--- src/rtl/lc2d_pkg.sv ---
// Shared definitions for the 2D line clipper: default widths, register
// indexes, outcode bit positions and the sequencer state type.
// No dependencies.
`timescale 1ns / 1ps

package lc2d_pkg;

  localparam int COORD_WIDTH_DEF = 16;

  // Configuration register indexes.
  localparam int CFG_INDEX_WIDTH = 2;
  localparam logic [CFG_INDEX_WIDTH-1:0] CFG_WINDOW_LEFT   = 2'd0;
  localparam logic [CFG_INDEX_WIDTH-1:0] CFG_WINDOW_TOP    = 2'd1;
  localparam logic [CFG_INDEX_WIDTH-1:0] CFG_WINDOW_RIGHT  = 2'd2;
  localparam logic [CFG_INDEX_WIDTH-1:0] CFG_WINDOW_BOTTOM = 2'd3;

  localparam int WIN_RIGHT_RESET  = 639;
  localparam int WIN_BOTTOM_RESET = 479;

  // Outcode bit positions.
  localparam int OC_LEFT   = 0;
  localparam int OC_RIGHT  = 1;
  localparam int OC_TOP    = 2;
  localparam int OC_BOTTOM = 3;

  // Quotient magnitudes saturate at 2**QUOT_CAP_LOG2.
  localparam int QUOT_CAP_LOG2 = 40;

  localparam int MOVE_CNT_WIDTH = 3;
  localparam logic [MOVE_CNT_WIDTH-1:0] MAX_MOVES = 3'd4;

  typedef enum logic [2:0] {
    ST_IDLE,
    ST_CHECK,
    ST_MUL,
    ST_DLOAD,
    ST_DIV,
    ST_ROUND,
    ST_UPDATE
  } state_t;

endpackage

--- src/rtl/lc2d_if.sv ---
// Channel interfaces of the 2D line clipper: segment input and clip result.
// Depends on lc2d_pkg for the default coordinate width.
`timescale 1ns / 1ps

interface lc2d_in_if #(
  parameter int W = lc2d_pkg::COORD_WIDTH_DEF
);
  logic                valid;
  logic                ready;
  logic signed [W-1:0] start_x;
  logic signed [W-1:0] start_y;
  logic signed [W-1:0] end_x;
  logic signed [W-1:0] end_y;

  modport source (output valid, start_x, start_y, end_x, end_y, input ready);
  modport sink   (input valid, start_x, start_y, end_x, end_y, output ready);
endinterface

interface lc2d_out_if #(
  parameter int W = lc2d_pkg::COORD_WIDTH_DEF
);
  logic                valid;
  logic                ready;
  logic                visible;
  logic signed [W-1:0] clipped_start_x;
  logic signed [W-1:0] clipped_start_y;
  logic signed [W-1:0] clipped_end_x;
  logic signed [W-1:0] clipped_end_y;

  modport source (output valid, visible, clipped_start_x, clipped_start_y,
                  clipped_end_x, clipped_end_y, input ready);
  modport sink   (input valid, visible, clipped_start_x, clipped_start_y,
                  clipped_end_x, clipped_end_y, output ready);
endinterface

--- src/rtl/lc2d_div.sv ---
// Serial restoring divider, two quotient bits per cycle: a 2W-bit dividend
// by a W-bit divisor. Stand-alone; no package dependencies.
`timescale 1ns / 1ps

module lc2d_div #(
  parameter int W = 16
) (
  input  logic            clk,
  input  logic            rst_n,
  input  logic            start,
  input  logic [2*W-1:0]  dividend,
  input  logic [W-1:0]    divisor,
  output logic            done,
  output logic [2*W-1:0]  quotient,
  output logic [W-1:0]    remainder
);

  localparam int PW    = 2 * W;
  localparam int CNT_W = $clog2(W);
  localparam logic [CNT_W-1:0] CNT_LAST = CNT_W'(W - 1);

  logic             busy_r, busy_nxt;
  logic             done_r, done_nxt;
  logic [CNT_W-1:0] cnt_r;
  logic [W-1:0]     rem_r, rem_nxt;
  logic [W-1:0]     div_r;
  logic [PW-1:0]    dq_r, dq_nxt;

  // Dividend bits shift out at the top of dq_r while quotient bits enter below.
  always_comb begin
    logic [W:0] trial;
    logic       ge;
    rem_nxt = rem_r;
    dq_nxt  = dq_r;
    for (int i = 0; i < 2; i++) begin
      trial   = {rem_nxt, dq_nxt[PW-1]};
      ge      = trial >= {1'b0, div_r};
      trial   = ge ? trial - {1'b0, div_r} : trial;
      rem_nxt = trial[W-1:0];
      dq_nxt  = {dq_nxt[PW-2:0], ge};
    end
  end

  always_comb begin
    busy_nxt = busy_r;
    done_nxt = 1'b0;
    if (start) begin
      busy_nxt = 1'b1;
    end else if (busy_r && cnt_r == '0) begin
      busy_nxt = 1'b0;
      done_nxt = 1'b1;
    end
  end

  always_ff @(posedge clk) begin
    if (!rst_n) begin
      busy_r <= 1'b0;
      done_r <= 1'b0;
    end else begin
      busy_r <= busy_nxt;
      done_r <= done_nxt;
    end
  end

  always_ff @(posedge clk) begin
    if (start) begin
      rem_r <= '0;
      dq_r  <= dividend;
      div_r <= divisor;
      cnt_r <= CNT_LAST;
    end else if (busy_r) begin
      rem_r <= rem_nxt;
      dq_r  <= dq_nxt;
      cnt_r <= cnt_r - 1'b1;
    end
  end

  assign done      = done_r;
  assign quotient  = dq_r;
  assign remainder = rem_r;

endmodule

--- src/rtl/line_clipper_2d.sv ---
// Each endpoint move runs multiply, divider load, serial divide at two bits per
// cycle, round and update; a move along an axis-parallel segment goes straight
// to update. A segment needing no move is decided in the check state. One
// segment at a time. The divider sets the pace. Synchronous active-low reset
// clears the sequencer and the output valid and restores the default window.
`timescale 1ns / 1ps

module line_clipper_2d #(
  parameter int COORD_WIDTH = lc2d_pkg::COORD_WIDTH_DEF
) (
  input  logic                                  clk,
  input  logic                                  rst_n,
  lc2d_in_if.sink                               in_ch,
  lc2d_out_if.source                            out_ch,
  input  logic                                  cfg_we,
  input  logic [lc2d_pkg::CFG_INDEX_WIDTH-1:0]  cfg_index,
  input  logic [COORD_WIDTH-1:0]                cfg_wdata
);

  localparam int W   = COORD_WIDTH;
  localparam int PW  = 2 * W;
  localparam int CAP = lc2d_pkg::QUOT_CAP_LOG2;
  localparam int QW  = (PW + 1 > CAP + 1) ? PW + 1 : CAP + 1;
  localparam int OW  = QW + 1;
  localparam int SW  = OW + 1;

  function automatic logic [3:0] outcode(
    input logic signed [W-1:0] x,
    input logic signed [W-1:0] y,
    input logic signed [W-1:0] l,
    input logic signed [W-1:0] t,
    input logic signed [W-1:0] r,
    input logic signed [W-1:0] b
  );
    logic [3:0] c;
    c = '0;
    if (x < l) c[lc2d_pkg::OC_LEFT] = 1'b1;
    else if (x > r) c[lc2d_pkg::OC_RIGHT] = 1'b1;
    if (y < t) c[lc2d_pkg::OC_TOP] = 1'b1;
    else if (y > b) c[lc2d_pkg::OC_BOTTOM] = 1'b1;
    return c;
  endfunction

  function automatic logic [W-1:0] magnitude(input logic signed [W:0] v);
    logic [W:0] a;
    a = v[W] ? -v : v;
    return a[W-1:0];
  endfunction

  // Window registers.
  logic signed [W-1:0] win_l_r, win_t_r, win_r_r, win_b_r;

  // Working segment.
  logic signed [W-1:0] p0x_r, p0y_r, p1x_r, p1y_r;
  logic signed [W:0]   dx_r, dy_r;
  logic [lc2d_pkg::MOVE_CNT_WIDTH-1:0] moves_r;

  // Current move.
  logic                sel_r;
  logic                snap_x_r;
  logic signed [W-1:0] edge_r;
  logic signed [W-1:0] base_r;
  logic [W-1:0]        mag_a_r, mag_b_r, den_r;
  logic                neg_r;
  logic [PW-1:0]       prod_r;
  logic signed [OW-1:0] ofs_r;

  // Result register.
  logic                out_valid_r;
  logic                vis_r;
  logic signed [W-1:0] o_sx_r, o_sy_r, o_ex_r, o_ey_r;

  lc2d_pkg::state_t state_r, state_nxt;

  logic            in_fire, out_free;
  logic [3:0]      c0, c1, ck;
  logic            k, accept_seg, reject_seg, finish;
  logic            snap_x, den_zero;
  logic signed [W-1:0] edge_v, pkx, pky, base_v;
  logic signed [W:0]   diff, num, den;

  logic            div_start, div_done;
  logic [PW-1:0]   quo;
  logic [W-1:0]    rem;

  logic            round_up;
  logic [PW:0]     q_full;
  logic [QW-1:0]   q_ext, q_cap;
  logic signed [OW-1:0] ofs_v;
  logic signed [SW-1:0] sum;
  logic signed [W-1:0]  moved;

  assign in_fire  = in_ch.valid && in_ch.ready;
  assign out_free = !out_valid_r || out_ch.ready;

  // Outcodes are derived from the current endpoints every time around the loop.
  always_comb begin
    c0 = outcode(p0x_r, p0y_r, win_l_r, win_t_r, win_r_r, win_b_r);
    c1 = outcode(p1x_r, p1y_r, win_l_r, win_t_r, win_r_r, win_b_r);
    accept_seg = (c0 | c1) == '0;
    reject_seg = ((c0 & c1) != '0) || (moves_r == lc2d_pkg::MAX_MOVES);
    k   = (c0 == '0);
    ck  = k ? c1 : c0;
    pkx = k ? p1x_r : p0x_r;
    pky = k ? p1y_r : p0y_r;
    if (ck[lc2d_pkg::OC_LEFT]) begin
      snap_x = 1'b1;
      edge_v = win_l_r;
    end else if (ck[lc2d_pkg::OC_RIGHT]) begin
      snap_x = 1'b1;
      edge_v = win_r_r;
    end else if (ck[lc2d_pkg::OC_TOP]) begin
      snap_x = 1'b0;
      edge_v = win_t_r;
    end else begin
      snap_x = 1'b0;
      edge_v = win_b_r;
    end
    diff = snap_x ? ($signed({edge_v[W-1], edge_v}) - $signed({pkx[W-1], pkx}))
                  : ($signed({edge_v[W-1], edge_v}) - $signed({pky[W-1], pky}));
    num    = snap_x ? dy_r : dx_r;
    den    = snap_x ? dx_r : dy_r;
    base_v = snap_x ? pky : pkx;
    den_zero = (den == '0);
  end

  // Round half away from zero, then cap the magnitude.
  always_comb begin
    round_up = rem >= (den_r - rem);
    q_full   = {1'b0, quo} + {{PW{1'b0}}, round_up};
    q_ext    = QW'(q_full);
    q_cap    = (q_ext > (QW'(1) << CAP)) ? (QW'(1) << CAP) : q_ext;
    ofs_v    = neg_r ? -$signed({1'b0, q_cap}) : $signed({1'b0, q_cap});
  end

  // Saturating add of the offset onto the unsnapped coordinate.
  always_comb begin
    sum = SW'(base_r) + SW'(ofs_r);
    if (sum[SW-1:W-1] == '0 || sum[SW-1:W-1] == '1) begin
      moved = sum[W-1:0];
    end else begin
      moved = sum[SW-1] ? {1'b1, {(W-1){1'b0}}} : {1'b0, {(W-1){1'b1}}};
    end
  end

  // Next state.
  always_comb begin
    state_nxt = state_r;
    case (state_r)
      lc2d_pkg::ST_IDLE: begin
        if (in_fire) state_nxt = lc2d_pkg::ST_CHECK;
      end
      lc2d_pkg::ST_CHECK: begin
        if (accept_seg || reject_seg) begin
          if (out_free) state_nxt = lc2d_pkg::ST_IDLE;
        end else if (den_zero) begin
          state_nxt = lc2d_pkg::ST_UPDATE;
        end else begin
          state_nxt = lc2d_pkg::ST_MUL;
        end
      end
      lc2d_pkg::ST_MUL:    state_nxt = lc2d_pkg::ST_DLOAD;
      lc2d_pkg::ST_DLOAD:  state_nxt = lc2d_pkg::ST_DIV;
      lc2d_pkg::ST_DIV: begin
        if (div_done) state_nxt = lc2d_pkg::ST_ROUND;
      end
      lc2d_pkg::ST_ROUND:  state_nxt = lc2d_pkg::ST_UPDATE;
      lc2d_pkg::ST_UPDATE: state_nxt = lc2d_pkg::ST_CHECK;
      default:             state_nxt = lc2d_pkg::ST_IDLE;
    endcase
  end

  // Sequencer outputs.
  always_comb begin
    in_ch.ready = 1'b0;
    div_start   = 1'b0;
    finish      = 1'b0;
    case (state_r)
      lc2d_pkg::ST_IDLE:  in_ch.ready = 1'b1;
      lc2d_pkg::ST_CHECK: finish = (accept_seg || reject_seg) && out_free;
      lc2d_pkg::ST_DLOAD: div_start = 1'b1;
      default: begin
      end
    endcase
  end

  always_ff @(posedge clk) begin
    if (!rst_n) begin
      state_r     <= lc2d_pkg::ST_IDLE;
      out_valid_r <= 1'b0;
      win_l_r     <= '0;
      win_t_r     <= '0;
      win_r_r     <= W'(lc2d_pkg::WIN_RIGHT_RESET);
      win_b_r     <= W'(lc2d_pkg::WIN_BOTTOM_RESET);
    end else begin
      state_r <= state_nxt;
      if (finish) out_valid_r <= 1'b1;
      else if (out_ch.ready) out_valid_r <= 1'b0;
      if (cfg_we) begin
        case (cfg_index)
          lc2d_pkg::CFG_WINDOW_LEFT:   win_l_r <= cfg_wdata;
          lc2d_pkg::CFG_WINDOW_TOP:    win_t_r <= cfg_wdata;
          lc2d_pkg::CFG_WINDOW_RIGHT:  win_r_r <= cfg_wdata;
          lc2d_pkg::CFG_WINDOW_BOTTOM: win_b_r <= cfg_wdata;
          default: begin
          end
        endcase
      end
    end
  end

  // Datapath registers.
  always_ff @(posedge clk) begin
    if (in_fire) begin
      p0x_r   <= in_ch.start_x;
      p0y_r   <= in_ch.start_y;
      p1x_r   <= in_ch.end_x;
      p1y_r   <= in_ch.end_y;
      dx_r    <= $signed({in_ch.end_x[W-1], in_ch.end_x})
               - $signed({in_ch.start_x[W-1], in_ch.start_x});
      dy_r    <= $signed({in_ch.end_y[W-1], in_ch.end_y})
               - $signed({in_ch.start_y[W-1], in_ch.start_y});
      moves_r <= '0;
    end
    if (state_r == lc2d_pkg::ST_CHECK) begin
      sel_r    <= k;
      snap_x_r <= snap_x;
      edge_r   <= edge_v;
      base_r   <= base_v;
      mag_a_r  <= magnitude(num);
      mag_b_r  <= magnitude(diff);
      den_r    <= magnitude(den);
      neg_r    <= num[W] ^ diff[W] ^ den[W];
      if (den_zero) ofs_r <= '0;
    end
    if (state_r == lc2d_pkg::ST_MUL) prod_r <= mag_a_r * mag_b_r;
    if (state_r == lc2d_pkg::ST_ROUND) ofs_r <= ofs_v;
    if (state_r == lc2d_pkg::ST_UPDATE) begin
      moves_r <= moves_r + 1'b1;
      case ({sel_r, snap_x_r})
        2'b00: begin p0y_r <= edge_r; p0x_r <= moved; end
        2'b01: begin p0x_r <= edge_r; p0y_r <= moved; end
        2'b10: begin p1y_r <= edge_r; p1x_r <= moved; end
        default: begin p1x_r <= edge_r; p1y_r <= moved; end
      endcase
    end
    if (finish) begin
      vis_r  <= accept_seg;
      o_sx_r <= accept_seg ? p0x_r : '0;
      o_sy_r <= accept_seg ? p0y_r : '0;
      o_ex_r <= accept_seg ? p1x_r : '0;
      o_ey_r <= accept_seg ? p1y_r : '0;
    end
  end

  lc2d_div #(
    .W (W)
  ) u_div (
    .clk       (clk),
    .rst_n     (rst_n),
    .start     (div_start),
    .dividend  (prod_r),
    .divisor   (den_r),
    .done      (div_done),
    .quotient  (quo),
    .remainder (rem)
  );

  assign out_ch.valid           = out_valid_r;
  assign out_ch.visible         = vis_r;
  assign out_ch.clipped_start_x = o_sx_r;
  assign out_ch.clipped_start_y = o_sy_r;
  assign out_ch.clipped_end_x   = o_ex_r;
  assign out_ch.clipped_end_y   = o_ey_r;

endmodule

--- src/flat_wrapper.sv ---
// flat-port wrapper written by rule: the top's interface ports become plain ports
module line_clipper_2d_flat 
#(
  parameter int COORD_WIDTH = lc2d_pkg::COORD_WIDTH_DEF
)
  (clk, rst_n, cfg_we, cfg_index, cfg_wdata, in_ch_valid, in_ch_start_x, in_ch_start_y, in_ch_end_x, in_ch_end_y, in_ch_ready, out_ch_valid, out_ch_visible, out_ch_clipped_start_x, out_ch_clipped_start_y, out_ch_clipped_end_x, out_ch_clipped_end_y, out_ch_ready);
  lc2d_in_if #(.W((lc2d_pkg::COORD_WIDTH_DEF))) in_ch_i ();
  lc2d_out_if #(.W((lc2d_pkg::COORD_WIDTH_DEF))) out_ch_i ();
  input  logic clk;
  input  logic rst_n;
  input  logic cfg_we;
  input  logic [lc2d_pkg::CFG_INDEX_WIDTH-1:0] cfg_index;
  input  logic [COORD_WIDTH-1:0] cfg_wdata;
  input wire logic [$bits(in_ch_i.valid)-1:0] in_ch_valid;
  input wire logic [$bits(in_ch_i.start_x)-1:0] in_ch_start_x;
  input wire logic [$bits(in_ch_i.start_y)-1:0] in_ch_start_y;
  input wire logic [$bits(in_ch_i.end_x)-1:0] in_ch_end_x;
  input wire logic [$bits(in_ch_i.end_y)-1:0] in_ch_end_y;
  output wire logic [$bits(in_ch_i.ready)-1:0] in_ch_ready;
  output wire logic [$bits(out_ch_i.valid)-1:0] out_ch_valid;
  output wire logic [$bits(out_ch_i.visible)-1:0] out_ch_visible;
  output wire logic [$bits(out_ch_i.clipped_start_x)-1:0] out_ch_clipped_start_x;
  output wire logic [$bits(out_ch_i.clipped_start_y)-1:0] out_ch_clipped_start_y;
  output wire logic [$bits(out_ch_i.clipped_end_x)-1:0] out_ch_clipped_end_x;
  output wire logic [$bits(out_ch_i.clipped_end_y)-1:0] out_ch_clipped_end_y;
  input wire logic [$bits(out_ch_i.ready)-1:0] out_ch_ready;
  assign in_ch_i.valid = in_ch_valid;
  assign in_ch_i.start_x = in_ch_start_x;
  assign in_ch_i.start_y = in_ch_start_y;
  assign in_ch_i.end_x = in_ch_end_x;
  assign in_ch_i.end_y = in_ch_end_y;
  assign in_ch_ready = in_ch_i.ready;
  assign out_ch_valid = out_ch_i.valid;
  assign out_ch_visible = out_ch_i.visible;
  assign out_ch_clipped_start_x = out_ch_i.clipped_start_x;
  assign out_ch_clipped_start_y = out_ch_i.clipped_start_y;
  assign out_ch_clipped_end_x = out_ch_i.clipped_end_x;
  assign out_ch_clipped_end_y = out_ch_i.clipped_end_y;
  assign out_ch_i.ready = out_ch_ready;
  line_clipper_2d #(.COORD_WIDTH(COORD_WIDTH)) u_core (.clk(clk), .rst_n(rst_n), .in_ch(in_ch_i), .out_ch(out_ch_i), .cfg_we(cfg_we), .cfg_index(cfg_index), .cfg_wdata(cfg_wdata));
endmodule
--- config.mk ---
export PLATFORM = sky130hd
export DESIGN_NAME = line_clipper_2d_flat
export DESIGN_NICKNAME = d
export VERILOG_FILES = /design/src/rtl/lc2d_pkg.sv /design/src/rtl/lc2d_if.sv /design/src/rtl/lc2d_div.sv /design/src/rtl/line_clipper_2d.sv /design/src/flat_wrapper.sv
export SDC_FILE = /design/constraint.sdc
export NUM_CORES = 2
export LEC_CHECK = 0
export BUFFER_PORTS_ARGS = -buffer_cell sky130_fd_sc_hd__buf_4
export CORE_ASPECT_RATIO = 0.5
export CORE_MARGIN = 4
export CORE_UTILIZATION = 48
export CTS_BUF_LIST = sky130_fd_sc_hd__clkbuf_8
export DETAILED_ROUTE_END_ITERATION = 8
export GPL_TIMING_DRIVEN = 0
export HOLD_SLACK_MARGIN = 0.15
export MAX_ROUTING_LAYER = met4
export PLACE_DENSITY = 0.64
export SLEW_MARGIN = 20
export SYNTH_ARGS = -nofsm -noshare
export SYNTH_HDL_FRONTEND = slang
export SYNTH_HIERARCHICAL = 1
export SYNTH_SLANG_ARGS = --single-unit
--- constraint.sdc ---
create_clock -name clk -period 17.45 [get_ports clk]
set_input_delay 0.8725 -clock clk [delete_from_list [all_inputs] [get_ports clk]]
set_output_delay 0.8725 -clock clk [all_outputs]
set_load 0.01 [all_outputs]
==> metrics.log <==
[metrics] status: finished, final reports clean
[metrics] slowest cell delay on critical path: 0.73 ns
[metrics] Post-CTS Hold Buffers: 0
[metrics] number of port buffers: 151
[metrics] final critical-path share of the clock period: 54.6%
[metrics] number of synthesized flops with an enable pin: 307
[metrics] total number of vias: 35,868
[metrics] Final Setup Violations: 0
[metrics] number of global-route vias before repair: 35,287
[metrics] biggest area consumer among synthesized cells: edfxtp_1
[metrics] most used flip-flop cell after synthesis: edfxtp_1
[metrics] detailed-route wire length on metal 1: 65,300 um
[metrics] Slew @ Worst Pin: 1.28 ns
[metrics] floorplan core area: 84,400 sq um
[metrics] global routing usage summed across all routing layers: 32.9%
[metrics] final worst path period need: 9.53 ns
[metrics] Gates resized, CTS repair: 0
[metrics] CTS tree: built
[metrics] initial antenna violation count: 4
[metrics] largest cells by area after synthesis: edfxtp_1 22%, ha_1 12%, fa_1 9.8%
[metrics] post-DR wirelength/cell: 24.6 um
[metrics] clock buffer depth: 3
[metrics] RSZ-0062 raised after global routing: no
[metrics] fraction of final layout cells sized beyond drive strength 1: 8.55%
[metrics] origin of the worst min-delay path: cfg_wdata[0]
[metrics] Layout Area Growth over Synthesis: 10.7%
[metrics] number of library cell types mapped by synthesis: 104
[metrics] Filler cells: 7,794
[metrics] Worst setup EP type: flip-flop
[metrics] antenna violation net count after detailed routing: 0
[metrics] synthesis-stage register bit count: 461
[metrics] most repeated library cell on the critical path: a21o_1
[metrics] drt initial violations: 3,657
[metrics] starting density of the core: 48.7%
[metrics] Row Count: 75
[metrics] Post-Place Setup Slack: 8.12 ns
[metrics] required arrival time at the worst endpoint: 17.91 ns
[metrics] Crit Reg-Reg Startpoint: u_core/p0x_r[9]
[metrics] Max-slew headroom: 14.1%
[metrics] Max Clk Rate: 0.105 GHz
[metrics] cells after synthesis: 4,563
[metrics] Slew Limit Fails: 0
[metrics] register clock-pin slew on the reported worst setup and hold paths: 0.06 ns
[metrics] Inserted Clock Buffers: 75
[metrics] synthesized net count: 5,242
[metrics] CP Max Fanout: 10
[metrics] highest layer used for signal routing: met4
[metrics] Vert. Die Dim: 215 um
[metrics] Clock Sink Count: 461
[metrics] Worst path slowest cell: dfxtp_1
[metrics] post-synthesis area per instance: 9.01 sq um
[metrics] number of warnings issued by yosys: 6
[metrics] first-pass GRT wire length: 220,000 um
[metrics] last weighted congestion value of the routability-driven placer: 1.00
[metrics] class of the tightest hold or removal check: in -> reg
[metrics] remaining routing DRC violations: 0
[metrics] data arrival time of the critical path: 9.99 ns
[metrics] post-layout net count: 5,483
[metrics] total gr overflow: 0
[metrics] share of the synthesized area in the top cell type: 22.4%
[metrics] H-tree Lvls: 3
[metrics] insertion delay to the later sink of the worst-skew pair: 0.74 ns
[metrics] Die Outline Area: 90,700 sq um
[metrics] largest net degree at the start of global routing: 33
[metrics] CP Class: reg -> reg
[metrics] buffers inserted by post-CTS timing repair: 0
[metrics] number of ports placed on the die boundary: 154
[metrics] clock root buffer: clkbuf_8
[metrics] die width: 422 um
[metrics] routed length on met2: 62,500 um
[metrics] cell area after synthesis: 41,100 sq um
[metrics] Async SR Flop Fraction: 0%
[metrics] skew final: 0.0428 ns
[metrics] Met3 Wirelength: 11,700 um
[metrics] launch point of the critical path: u_core/p0x_r[9]
[metrics] setup tns final: 0 ns
[metrics] placed wire-length estimate: 119,000 um
[metrics] critical path launch point type: flip-flop
[metrics] vias per inst: 5.99
[metrics] post-synthesis sequential area ratio: 29.9%
[metrics] DR pass1 iterations: 5
[metrics] wire length after detailed routing: 147,000 um
[metrics] number of violations of the max-capacitance limit: 0
[metrics] Final Hold Viols: 0
[metrics] final setup margin: 7.92 ns
[flip-flops by register name (all words and copies together) (netlist names), 17 cells and up]
signal and cells:
u_core/ofs_r 42, u_core/prod_r 32, u_core/u_div/quotient 32, u_core/dx_r 17
u_core/dy_r 17
[stage by stage]
step	instance area [sq um]	hold WS [ns]	util [%]	instances
after floorplan	41100	0.433	-	4563
after global placement	43600	0.452	51.7	5830
after detailed placement	43900	0.459	52.0	5843
after CTS	45500	0.366	53.9	5980
after global routing	45500	0.412	53.9	5980
final	45500	0.427	53.9	5983
[cell type report]
| class | instances | area (sq um) | area share [%] |
|---|---|---|---|
| multi-input combinational | 3469 | 26400 | 58.1 |
| sequential | 461 | 12300 | 27.0 |
| inverter | 449 | 1690 | 3.71 |
| tap | 1116 | 1400 | 3.07 |
| timing repair buffer | 164 | 1360 | 2.99 |
| clock buffer | 82 | 1130 | 2.48 |
| buffer | 184 | 761 | 1.67 |
| clock inverter | 55 | 433 | 0.952 |
| antenna | 3 | 7.51 | 0.0165 |
[cells in the mapped netlist, drive strengths merged (12+ instances only)]
| cell type | count |
|---|---|
| a311oi | 12 |
| or2 | 15 |
| or3 | 26 |
| a21boi | 71 |
| a221oi | 62 |
| nor2 | 274 |
| a21o | 73 |
| nor2b | 37 |
| a21oi | 204 |
| nand2 | 621 |
| ha | 391 |
| nand3 | 123 |
| and2 | 178 |
| nand2b | 44 |
| o21ai | 175 |
| xor2 | 61 |
| o31ai | 26 |
| and4 | 15 |
| a31oi | 35 |
| inv | 449 |
| clkbuf | 137 |
| o21bai | 18 |
| mux2i | 122 |
| edfxtp | 307 |
| fa | 201 |
| xnor2 | 154 |
| and3 | 52 |
| buf | 47 |
| o211ai | 29 |
| o21a | 33 |
| mux2 | 45 |
| a211oi | 38 |
| dfxtp | 154 |
| nor3 | 114 |
| nand4 | 48 |
| nor4 | 28 |
[cell families (layout without fill, tap and decap cells)]
group,after synthesis,count (layout),share of synthesized area [%]
xor gates and xnor gates,215,215,4.58
DFF,461,461,29.9
and+or+nand+nor,1609,1609,18.8
other,0,3,0
muxes,167,167,4.20
AOI/OAI and AO/OA,886,886,14.9
adders and majority gates,592,592,21.7
buffers and inverters,633,934,5.95
[critical path, delay by kind of cell (launching register included)]
kind            cells  cell delay, ns
compound gates     17            4.11
xor+xnor            1            0.18
simple gates        3            1.04
buf+inv             5            2.14
fa+ha+maj           3            1.04
flops               1            0.73
[routing by layer]
layer	track usage [%]	up-vias
met5	-	-
met4	14.5	0
met3	5.01	370
met2	48.8	1462
met1	44.9	17546
li1	-	16490
[cells in the final DEF, fill, tap and decap left out, types with 136 or more instances in the layout]
master / instances
nand2_1: 621
dfxtp_1: 154
buf_4: 161
ha_1: 391
nor2_1: 272
and2_1: 176
clkbuf_1: 136
xnor2_1: 154
inv_1: 473
fa_1: 201
o21ai_0: 141
edfxtp_1: 307
a21oi_1: 198
[final timing paths]
kind                        endpoint  slack, ns  depth (start not counted)
hold / removal     u_core/win_b_r[0]       0.43                          3
setup / recovery  u_core/mag_b_r[14]       7.92                         29
hold reg to reg   u_core/win_r_r[13]       0.46                          2
setup reg to reg  u_core/mag_b_r[14]       7.92                         29
Power is left out: the tool's default activity adds up to more than one toggle a clock period on the data nets, which glitch-free logic cannot reach.
